`src/design/vlgd_pkg.sv`:
```
// ----------------------------------------------------------------------------
// Video line group decoder package
// Shared types, constants and decode functions for the line group decoder.
// ----------------------------------------------------------------------------
package vlgd_pkg;

  // Line geometry.
  localparam int LINE_PIXELS     = 768;
  localparam int GROUP_PIXELS    = 16;
  localparam int GROUPS_PER_LINE = (LINE_PIXELS + GROUP_PIXELS - 1) / GROUP_PIXELS;
  localparam int GROUP_CNT_W     = $clog2(GROUPS_PER_LINE + 1);

  // Payload storage.
  localparam int PAYLOAD_DEPTH = 8;
  localparam int PAYLOAD_IDX_W = $clog2(PAYLOAD_DEPTH);

  // Mode byte values as they appear on the stream.
  localparam logic [7:0] MODE_BYTE_BLANK = 8'h00;
  localparam logic [7:0] MODE_BYTE_1C    = 8'h01;
  localparam logic [7:0] MODE_BYTE_2C    = 8'h02;
  localparam logic [7:0] MODE_BYTE_BMP2X = 8'h03;
  localparam logic [7:0] MODE_BYTE_4C    = 8'h04;
  localparam logic [7:0] MODE_BYTE_BMP2  = 8'h06;
  localparam logic [7:0] MODE_BYTE_8C    = 8'h08;

  // Internal group mode; MODE_IDLE means a mode byte is awaited.
  typedef enum logic [2:0] {
    MODE_IDLE  = 3'd0,
    MODE_1C    = 3'd1,
    MODE_2C    = 3'd2,
    MODE_BMP2X = 3'd3,
    MODE_4C    = 3'd4,
    MODE_BMP2  = 3'd5,
    MODE_8C    = 3'd6
  } group_mode_t;

  typedef struct packed {
    logic        known;
    group_mode_t mode;
  } mode_decode_t;

  // Translate a mode byte into an internal mode; known is low for invalid bytes.
  function automatic mode_decode_t decode_mode(input logic [7:0] mode_byte);
    mode_decode_t res;
    res.known = 1'b1;
    res.mode  = MODE_IDLE;
    unique case (mode_byte)
      MODE_BYTE_1C:    res.mode = MODE_1C;
      MODE_BYTE_2C:    res.mode = MODE_2C;
      MODE_BYTE_BMP2X: res.mode = MODE_BMP2X;
      MODE_BYTE_4C:    res.mode = MODE_4C;
      MODE_BYTE_BMP2:  res.mode = MODE_BMP2;
      MODE_BYTE_8C:    res.mode = MODE_8C;
      default:         res.known = 1'b0;
    endcase
    return res;
  endfunction

  // Number of payload bytes that follow the mode byte.
  function automatic logic [3:0] payload_len(input group_mode_t mode);
    logic [3:0] len;
    unique case (mode)
      MODE_1C:    len = 4'd1;
      MODE_2C:    len = 4'd2;
      MODE_BMP2X: len = 4'd3;
      MODE_4C:    len = 4'd4;
      MODE_BMP2:  len = 4'd6;
      MODE_8C:    len = 4'd8;
      default:    len = 4'd0;
    endcase
    return len;
  endfunction

endpackage

```
`src/design/video_line_group_decoder.sv`:
```
// ----------------------------------------------------------------------------
// Video line group decoder
// Turns an encoded byte stream into 16-pixel groups of 8-bit pixels.
// ----------------------------------------------------------------------------
// A group is registered on the output in the cycle after its last byte is taken.
// Throughput: one byte per cycle unless the output stalls or a zero fill runs; a
// group's pixels are formed in a single pass from the stored payload and the arriving
// byte, straight into the output register. An invalid mode byte yields one zero group
// per cycle, when the output is free, until the line ends; no byte is taken during it.
// Reset: synchronous, active high; waits for a line start, output register empty.
module video_line_group_decoder (
  input  logic         clk,
  input  logic         rst,
  input  logic         s_axis_tvalid,
  output logic         s_axis_tready,
  input  logic [7:0]   s_axis_tdata,   // [7:0] data_byte
  input  logic         s_axis_tuser,   // [0] line_start
  output logic         m_axis_tvalid,
  input  logic         m_axis_tready,
  output logic [127:0] m_axis_tdata,   // [63:0] pixels_left, [127:64] pixels_right
  output logic         m_axis_tlast,   // last_group
  output logic         m_axis_tuser    // [0] bad_mode
);
  import vlgd_pkg::*;

  // Decoder state.
  group_mode_t              group_mode;
  logic [PAYLOAD_IDX_W-1:0] payload_count;
  logic [7:0]               payload_bytes [PAYLOAD_DEPTH];
  logic [GROUP_CNT_W-1:0]   groups_done;
  logic                     line_active;
  logic                     fill_active;

  // Next-state values.
  group_mode_t              group_mode_next;
  logic [PAYLOAD_IDX_W-1:0] payload_count_next;
  logic [GROUP_CNT_W-1:0]   groups_done_next;
  logic                     line_active_next;
  logic                     fill_active_next;

  logic                     out_free;
  logic                     in_beat;
  logic                     emit;
  logic                     emit_bad;
  logic                     emit_build;
  logic                     emit_last;
  logic                     pay_write;
  logic                     active_eff;
  group_mode_t              mode_eff;
  logic [PAYLOAD_IDX_W-1:0] count_eff;
  logic [GROUP_CNT_W-1:0]   done_eff;
  logic [3:0]               count_inc;
  mode_decode_t             dec;
  logic [7:0]               pay [PAYLOAD_DEPTH];
  logic [7:0]               px  [GROUP_PIXELS];
  logic [127:0]             px_flat;

  // Handshake: the output register frees when empty or being drained.
  assign out_free      = !m_axis_tvalid || m_axis_tready;
  assign s_axis_tready = !fill_active && out_free;
  assign in_beat       = s_axis_tvalid && s_axis_tready;

  // Line start restarts the line before this byte is looked at.
  assign active_eff = line_active || s_axis_tuser;
  assign mode_eff   = s_axis_tuser ? MODE_IDLE : group_mode;
  assign count_eff  = s_axis_tuser ? '0 : payload_count;
  assign done_eff   = s_axis_tuser ? '0 : groups_done;
  assign count_inc  = 4'(count_eff) + 4'd1;
  assign dec        = decode_mode(s_axis_tdata);

  // Payload view with the arriving byte merged in at its slot.
  always_comb begin
    for (int i = 0; i < PAYLOAD_DEPTH; i++) begin
      pay[i] = (PAYLOAD_IDX_W'(i) == count_eff) ? s_axis_tdata : payload_bytes[i];
    end
  end

  // Pixel formation for a completed group.
  always_comb begin
    for (int j = 0; j < GROUP_PIXELS; j++) begin
      px[j] = 8'h00;
    end
    unique case (mode_eff)
      MODE_1C: begin
        for (int j = 0; j < GROUP_PIXELS; j++) px[j] = pay[0];
      end
      MODE_2C: begin
        for (int j = 0; j < GROUP_PIXELS; j++) px[j] = pay[j / 8];
      end
      MODE_BMP2X: begin
        for (int j = 0; j < GROUP_PIXELS; j++) begin
          px[j] = pay[2][7 - j / 2] ? pay[1] : pay[0];
        end
      end
      MODE_4C: begin
        for (int j = 0; j < GROUP_PIXELS; j++) px[j] = pay[j / 4];
      end
      MODE_BMP2: begin
        for (int j = 0; j < 8; j++) begin
          px[j]     = pay[2][7 - j] ? pay[1] : pay[0];
          px[8 + j] = pay[5][7 - j] ? pay[4] : pay[3];
        end
      end
      MODE_8C: begin
        for (int j = 0; j < GROUP_PIXELS; j++) px[j] = pay[j / 2];
      end
      default: begin
      end
    endcase
    for (int j = 0; j < GROUP_PIXELS; j++) begin
      px_flat[8*j +: 8] = px[j];
    end
  end

  // Per-beat control: what this byte does to the state and whether a group leaves.
  always_comb begin
    group_mode_next    = group_mode;
    payload_count_next = payload_count;
    groups_done_next   = groups_done;
    line_active_next   = line_active;
    fill_active_next   = fill_active;
    emit               = 1'b0;
    emit_bad           = 1'b0;
    emit_build         = 1'b0;
    pay_write          = 1'b0;

    if (fill_active) begin
      // Zero fill after an invalid mode byte.
      emit     = out_free;
      emit_bad = 1'b1;
    end else if (in_beat) begin
      line_active_next   = active_eff;
      group_mode_next    = mode_eff;
      payload_count_next = count_eff;
      groups_done_next   = done_eff;
      if (active_eff) begin
        if (mode_eff == MODE_IDLE) begin
          if (s_axis_tdata == MODE_BYTE_BLANK) begin
            emit = 1'b1;
          end else if (dec.known) begin
            group_mode_next    = dec.mode;
            payload_count_next = '0;
          end else begin
            emit     = 1'b1;
            emit_bad = 1'b1;
          end
        end else begin
          pay_write = 1'b1;
          if (count_inc >= payload_len(mode_eff)) begin
            emit               = 1'b1;
            emit_build         = 1'b1;
            group_mode_next    = MODE_IDLE;
            payload_count_next = '0;
          end else begin
            payload_count_next = count_inc[PAYLOAD_IDX_W-1:0];
          end
        end
      end
    end

    // Group accounting for an emitted group.
    emit_last = (32'(done_eff) + 32'd1) >= 32'(GROUPS_PER_LINE);
    if (fill_active) begin
      emit_last = (32'(groups_done) + 32'd1) >= 32'(GROUPS_PER_LINE);
    end
    if (emit) begin
      if (emit_last) begin
        line_active_next = 1'b0;
        groups_done_next = '0;
        fill_active_next = 1'b0;
      end else begin
        groups_done_next = (fill_active ? groups_done : done_eff) + GROUP_CNT_W'(1);
        if (emit_bad) fill_active_next = 1'b1;
      end
    end
  end

  // Control state and output valid.
  always_ff @(posedge clk) begin
    if (rst) begin
      group_mode    <= MODE_IDLE;
      payload_count <= '0;
      groups_done   <= '0;
      line_active   <= 1'b0;
      fill_active   <= 1'b0;
      m_axis_tvalid <= 1'b0;
    end else begin
      group_mode    <= group_mode_next;
      payload_count <= payload_count_next;
      groups_done   <= groups_done_next;
      line_active   <= line_active_next;
      fill_active   <= fill_active_next;
      if (out_free) m_axis_tvalid <= emit;
    end
  end

  // Payload store and output payload register.
  always_ff @(posedge clk) begin
    if (pay_write) payload_bytes[count_eff] <= s_axis_tdata;
    if (emit && out_free) begin
      m_axis_tdata <= emit_build ? px_flat : '0;
      m_axis_tlast <= emit_last;
      m_axis_tuser <= emit_bad;
    end
  end

  // No byte is taken while the zero fill runs.
  a_fill_blocks_input: assert property (@(posedge clk) disable iff (rst)
    fill_active |-> !s_axis_tready)
    else $error("byte accepted during zero fill");

  // A zero-fill group carries only zero pixels.
  a_bad_group_zero: assert property (@(posedge clk) disable iff (rst)
    (m_axis_tvalid && m_axis_tuser) |-> (m_axis_tdata == '0))
    else $error("bad-mode group with non-zero pixels");

  // Fill only runs inside an active line.
  a_fill_in_line: assert property (@(posedge clk) disable iff (rst)
    fill_active |-> line_active)
    else $error("zero fill outside an active line");

  // The group count is clear whenever no line is active.
  a_idle_count_clear: assert property (@(posedge clk) disable iff (rst)
    !line_active |-> (groups_done == '0))
    else $error("group count left over after line end");

endmodule
```
`config.mk`:
```
export PLATFORM = sky130hd
export DESIGN_NAME = video_line_group_decoder
export DESIGN_NICKNAME = d
export VERILOG_FILES = /design/src/design/vlgd_pkg.sv /design/src/design/video_line_group_decoder.sv
export SDC_FILE = /design/constraint.sdc
export NUM_CORES = 1
export LEC_CHECK = 0
export BUFFER_PORTS_ARGS = -buffer_cell sky130_fd_sc_hd__buf_4
export CAP_MARGIN = 20
export CELL_PAD_IN_SITES_DETAIL_PLACEMENT = 2
export CELL_PAD_IN_SITES_GLOBAL_PLACEMENT = 2
export CORE_UTILIZATION = 42
export CTS_CLUSTER_SIZE = 8
export DETAILED_ROUTE_END_ITERATION = 8
export PLACE_DENSITY = 0.89
export SLEW_MARGIN = 20
export SYNTH_ARGS = -nofsm -noshare
export SYNTH_HDL_FRONTEND = slang
export SYNTH_SLANG_ARGS = --single-unit
```
`constraint.sdc`:
```
create_clock -name clk -period 31.8 [get_ports clk]
set_input_delay 4.77 -clock clk [delete_from_list [all_inputs] [get_ports clk]]
set_output_delay 4.77 -clock clk [all_outputs]
set_load 0.005 [all_outputs]
```
### Yosys cells after proc, flatten, opt, wreduce, memory -nomap -nowiden

Memories as Yosys holds them, arrays and structs flattened.
Cells that the tools add are included.

* mux-type cells: 79
* magnitude comparators: 3
* bitwise logic cells: 1
* equal/unequal tests: 20
* reductions and logical operators: 16
* add/sub/neg operators: 4

Operators with widths (number)
* 128-bit case mux with 6 select lines: 1
* 8-bit 2-to-1 mux: 24
* 3-bit 2-to-1 mux: 12
* 6-bit 2-to-1 mux: 6
* 1-bit 2-to-1 mux: 30
* 4-bit case mux with 6 select lines: 1
* 3-bit case mux with 6 select lines: 1
* 8-bit by 2-bit == test with 1-bit output, second input constant: 2
* 8-bit by 3-bit == test with 1-bit output, second input constant: 2
* 4-bit 2-to-1 mux: 4
* 6-bit by 1-bit adder with 7-bit output, second input constant: 2
* 7-bit by 6-bit >= comparator with 1-bit output, second input constant: 2
* 3-bit == test, first input constant: 4
* 3-bit == test, second input constant: 3
* 8-bit by 1-bit == test with 1-bit output, second input constant: 1
* 8-bit by 4-bit == test with 1-bit output, second input constant: 1
* 8-bit logical NOT: 1
* 6-bit by 1-bit adder with 6-bit output, second input constant: 1
* 2-bit by 3-bit == test with 1-bit output, first input constant: 2
* 3-bit by 2-bit == test with 1-bit output, second input constant: 2
* 3-bit logical NOT: 2
* 2-bit AND reduction: 3
* 6-bit OR reduction: 1
* 3-bit by 1-bit adder with 4-bit output, second input constant: 1
* other kinds (9): 14

* register bits: 145
* input port bits: 13
* output and inout bits: 132
* memories: 1
* logic and storage cells: 133
* bits in writable memories: 64

Memories
* payload_bytes: words 8, width 8, rd ports 8, clocked after memory_dff 0, wr ports 1, RTL line video_line_group_decoder.sv:29 `logic [7:0] payload_bytes [PAYLOAD_DEPTH];`

### Depth between registers and ports, before layout

* depth after elaboration: 15
* depth in mapped cells: 15
* depth with buffers taken out: 12

### Least setup slack after synthesis

No wires, ideal clock.

* path kind: input -> register
* from: in s_axis_tuser
* to: reg line_active
* stages: 14
* path slack: 17.512 ns
* required time: 31.296 ns
* setup time: 0.504 ns
* data arrival time: 13.784 ns
* path buffers: 2
* cells stage by stage: clkbuf_1 clkbuf_1 nand2b_1 inv_1 ha_1 ha_1 inv_1 ha_1 o21ai_0 nand2b_1 a21boi_0 or3_1 a21oi_1 a221oi_1

* cells in the longest elaborated chain, start to end: 14
* elaborated cells between the ends (all ways): 30
* those cells by class: add/sub: 2; order compare: 2; eq/ne: 6; mux: 18; reduce/logical: 2

RTL lines
* start: declaration: RTL line video_line_group_decoder.sv:17 `input logic s_axis_tuser,`
* 3-bit 2-to-1 mux: RTL line video_line_group_decoder.sv:65 `assign mode_eff = s_axis_tuser ? MODE_IDLE : group_mode;`
* 3-bit == test (tied with other cells): RTL line vlgd_pkg.sv:62 `unique case (mode)`
* 4-bit case mux with 6 select lines: RTL line vlgd_pkg.sv:62
* 4-bit 2-to-1 mux: RTL line video_line_group_decoder.sv:137 `if (mode_eff == MODE_IDLE) begin`
* 4-bit 2-to-1 mux: RTL line video_line_group_decoder.sv:136 `if (active_eff) begin`
* 4-bit 2-to-1 mux: RTL line video_line_group_decoder.sv:131 `end else if (in_beat) begin`
* 4-bit 2-to-1 mux: RTL line video_line_group_decoder.sv:127 `if (fill_active) begin`
* 4-bit >= comparator: RTL line video_line_group_decoder.sv:149 `if (count_inc >= payload_len(mode_eff)) begin`
* 1-bit 2-to-1 mux: RTL line video_line_group_decoder.sv:149
* 1-bit 2-to-1 mux: RTL line video_line_group_decoder.sv:137
* 1-bit 2-to-1 mux: RTL line video_line_group_decoder.sv:136
* 1-bit 2-to-1 mux: RTL line video_line_group_decoder.sv:131
* 1-bit 2-to-1 mux: RTL line video_line_group_decoder.sv:127
* 1-bit 2-to-1 mux *: RTL line video_line_group_decoder.sv:166 `if (emit) begin`
* end signal: assignment: RTL line video_line_group_decoder.sv:191 `line_active <= line_active_next;`
* end: declaration: RTL line video_line_group_decoder.sv:31 `logic line_active;`

Every way passes the cells marked *; elsewhere a longest branch is shown, timed or not. The select of a mux whose other input is x is not followed.
A chain may end at the register's enable or synchronous reset.

### Final worst setup path

* from: in m_axis_tready
* to: out s_axis_tready

* cells in the longest elaborated chain, start to end: 2

RTL lines
* start: declaration: RTL line video_line_group_decoder.sv:19 `input logic m_axis_tready,`
* 1-bit logical OR: RTL line video_line_group_decoder.sv:59 `assign out_free = !m_axis_tvalid || m_axis_tready;`
* 1-bit logical AND: RTL line video_line_group_decoder.sv:60 `assign s_axis_tready = !fill_active && out_free;`
* end: declaration: RTL line video_line_group_decoder.sv:15 `output logic s_axis_tready,`

No other way between the ends.

==> flow_metrics.py <==
metrics = {
    "setup_path": {
        "worstPathRequired_ns": 27.03,
        "cp_max_fo": 4,
        "crit_arrival_ns": 5.52,
        "worst_setup_path_start_kind": "primary input",
        "endpoint_kind": "primary output",
        "critical_path_class": "primary input to primary output",
    },
    "synthesis": {
        "yosysTopAreaCell": "edfxtp_1",
        "synth_commonest_cells": "edfxtp_1, nor2_1, mux2i_1, o21a_1, a211oi_1",
        "synthSimpleGateAreaFrac_pct": 10.1,
        "syn-num-nets": 1067,
        "synth_xor_area_share_pct": 0.295,
        "synthAdderAreaFrac_pct": 1.16,
        "synth_edf_count": 194,
        "synth_top_area_share_pct": 49.0,
        "syn_inst": 1043,
        "synth_top_flop_cell": "edfxtp_1",
        "ys_async_sr_fraction_pct": 0,
        "muxShareOfSynthArea_pct": 13.6,
        "syn_area_um2": 11900,
        "synth-compound-area-share_pct": 20.3,
        "synth_area_leaders": "edfxtp_1, mux2i_1, o21a_1",
        "synth.distinct_cells": 62,
        "synth_top_family_by_area": "compound AO/OA/AOI/OAI gates",
        "ys_seq_area_share_pct": 51.6,
        "ys_warn_count": 0,
        "yosysMostFrequentCell": "edfxtp_1",
        "syn_avg_cell_area_um2": 11.4,
        "ys_ff_latch": 209,
    },
    "cts": {
        "clock_latency_ns": 0.57,
        "cts_hold_buf": 0,
        "cts_buffer_depth": 3,
        "postCtsSetupRepairBufs": 0,
        "cts_sinks": 209,
        "cts_resized": 0,
        "root_buffer": "clkbuf_16",
        "tritoncts": "built",
        "cts-htree-levels": 1,
        "cts_made_buffers": 30,
        "cts.clk_slew.worst_paths_ns": 0.05,
    },
    "global_route": {
        "grt_pass1_vias": 10800,
        "track_usage_pct": 32.5,
        "grt_pass1_wl_mm": 69.7,
        "antenna_found_initial": 0,
        "gr-total-overflow": 0,
        "grt_max_degree": 107,
    },
    "job": {
        "cap_viol_max_count": 0,
    },
    "layout": {
        "final_util_pct": 51.0,
        "area_delta_synth_final_pct": 19.4,
        "postLayoutCellArea_um2": 14200,
        "fin_nets": 1188,
        "stdcell_count": 1553,
        "drive_gt1_share_pct": 24.4,
        "antenna_cells": 0,
    },
    "timing": {
        "min_period_ns": 10.29,
        "fin_skew_ns": 0.0181,
        "fin_hold_ws_ns": 0.507,
        "finalCritPeriodShare_pct": 32.4,
        "max_freq_mhz": 97.2,
        "rsz0062_at_grt": "no",
        "hold_viol": 0,
        "drv_slew": 0,
        "finalSetupTns_ns": 0,
        "tightest_slew_ns": 1.18,
        "setup_viol": 0,
        "relSlewSlack_pct": 21.4,
    },
    "placement": {
        "placed_cell_area_um2": 13300,
        "port_buffers": 144,
        "dp_hpwl_mm": 31.8,
        "gp_congestion": 0.870,
        "dp.cells": 1510,
    },
    "floorplan": {
        "ioPinCount": 145,
        "start_util_pct": 42.8,
        "die_x_um": 170,
        "core_area_um2": 27800,
        "fp-row-count": 61,
        "die_area_um2": 29000,
        "die_y_um": 170,
    },
    "pwr": {
        "peakVddDrop_uv": 36.7,
        "switching_share_pct": 24.0,
        "leakage_nw": 5.18,
        "p_sw_mw": 0.163,
        "p_int_mw": 0.517,
        "comb_power_share_pct": 8.8,
        "seq_power_share_pct": 48.5,
        "p_per_area_nw_per_um2": 47.9,
        "clock_power_share_pct": 42.8,
    },
    "hold_path": {
        "min_path_type": "flip-flop to flip-flop",
    },
    "drt": {
        "drc": 0,
        "vias": 10200,
        "firstDrtPassIters": 8,
        "drt_iter0_drc": 974,
        "drt-total-wl_mm": 47.5,
        "drt-wirelength-per-cell_um": 30.6,
        "vias_per_cell": 6.57,
        "detail-route-antenna-nets": 0,
    },
    "run_status": {
        "status": "completed",
    },
}
==> cell type report <==
cell class                      count  area [um2]
Multi-Input combinational cell    748        5480
Fill cell                        2794       13600
Tap cell                          378         473
Clock buffer                       41         792
Clock inverter                      2        23.8
Timing Repair Buffer              167        1250
Inverter                            8        30.0
Sequential cell                   209        6130
==> cell usage in the layout, fill, tap and decap left out, drive strengths merged, types with 11 or more instances in the layout <==
| master | instances |
|---|---|
| mux2 | 33 |
| nand2b | 15 |
| mux2i | 120 |
| o21a | 81 |
| a22oi | 11 |
| a222oi | 15 |
| buf | 167 |
| a211oi | 73 |
| nand2 | 48 |
| edfxtp | 194 |
| or2 | 26 |
| dfxtp | 15 |
| nor2 | 120 |
| ha | 11 |
| nor3 | 14 |
| clkbuf | 41 |
| o221ai | 32 |
| a21oi | 56 |
==> power by group through the flow <==
stage / combinational, mW / sequential [mW] / clock [mW]
floorplan: 0.0183 / 0.340 / 0
finish: 0.0595 / 0.329 / 0.291
global route: 0.0631 / 0.331 / 0.303
detailed placement: 0.0594 / 0.335 / 0
CTS: 0.0598 / 0.330 / 0.293
global placement: 0.0561 / 0.333 / 0
==> routing by layer <==
metal,global-route usage (%),vias up,share of wire (%)
li1,-,4314,-
met2,54.7,572,49
met5,0,-,0
met1,41.7,5219,39
met4,11.0,0,3.2
met3,6.28,104,8.8
==> registers in the layout, summed over array words and instances (netlist names) <==
register / flops
m_axis_tdata: 128
m_axis_tuser: 1
payload_count: 3
fill_active: 1
payload_bytes: 64
line_active: 1
m_axis_tlast: 1
m_axis_tvalid: 1
groups_done: 6
group_mode: 3
==> critical path: stages <==
cell and delay, ns:
buf_4 0.11, nor2b_1 0.33, nor2_1 0.14, buf_4 0.16
==> path summary, 6_finish.rpt <==
path | slack, ns | depth (start not counted) | from | end
worst max-delay path | 21.51 | 4 | m_axis_tready | s_axis_tready
worst max register to register | 27.82 | 9 | payload_count[0] | m_axis_tdata[110]
worst min-delay path | 0.51 | 1 | groups_done[1] | groups_done[1]
worst min register to register | 0.51 | 1 | groups_done[1] | groups_done[1]
==> metrics by stage <==
step	total power [mW]	setup WS, ns
finish	0.680	21.51
detailed placement	0.394	21.52
floorplan	0.358	17.51
global route	0.697	21.46
CTS	0.683	21.50
global placement	0.389	21.55
==> kinds of logic (layout without fill, tap and decap cells) <==
group,after synthesis,after routing
muxes,153,153
and+or+nand+nor,254,254
adders and majority gates,11,11
xor gates and xnor gates,4,4
DFF,209,209
buffers and inverters,86,218
AOI/OAI and AO/OA,326,326
Note: power is estimated with default switching activity, not from simulation.
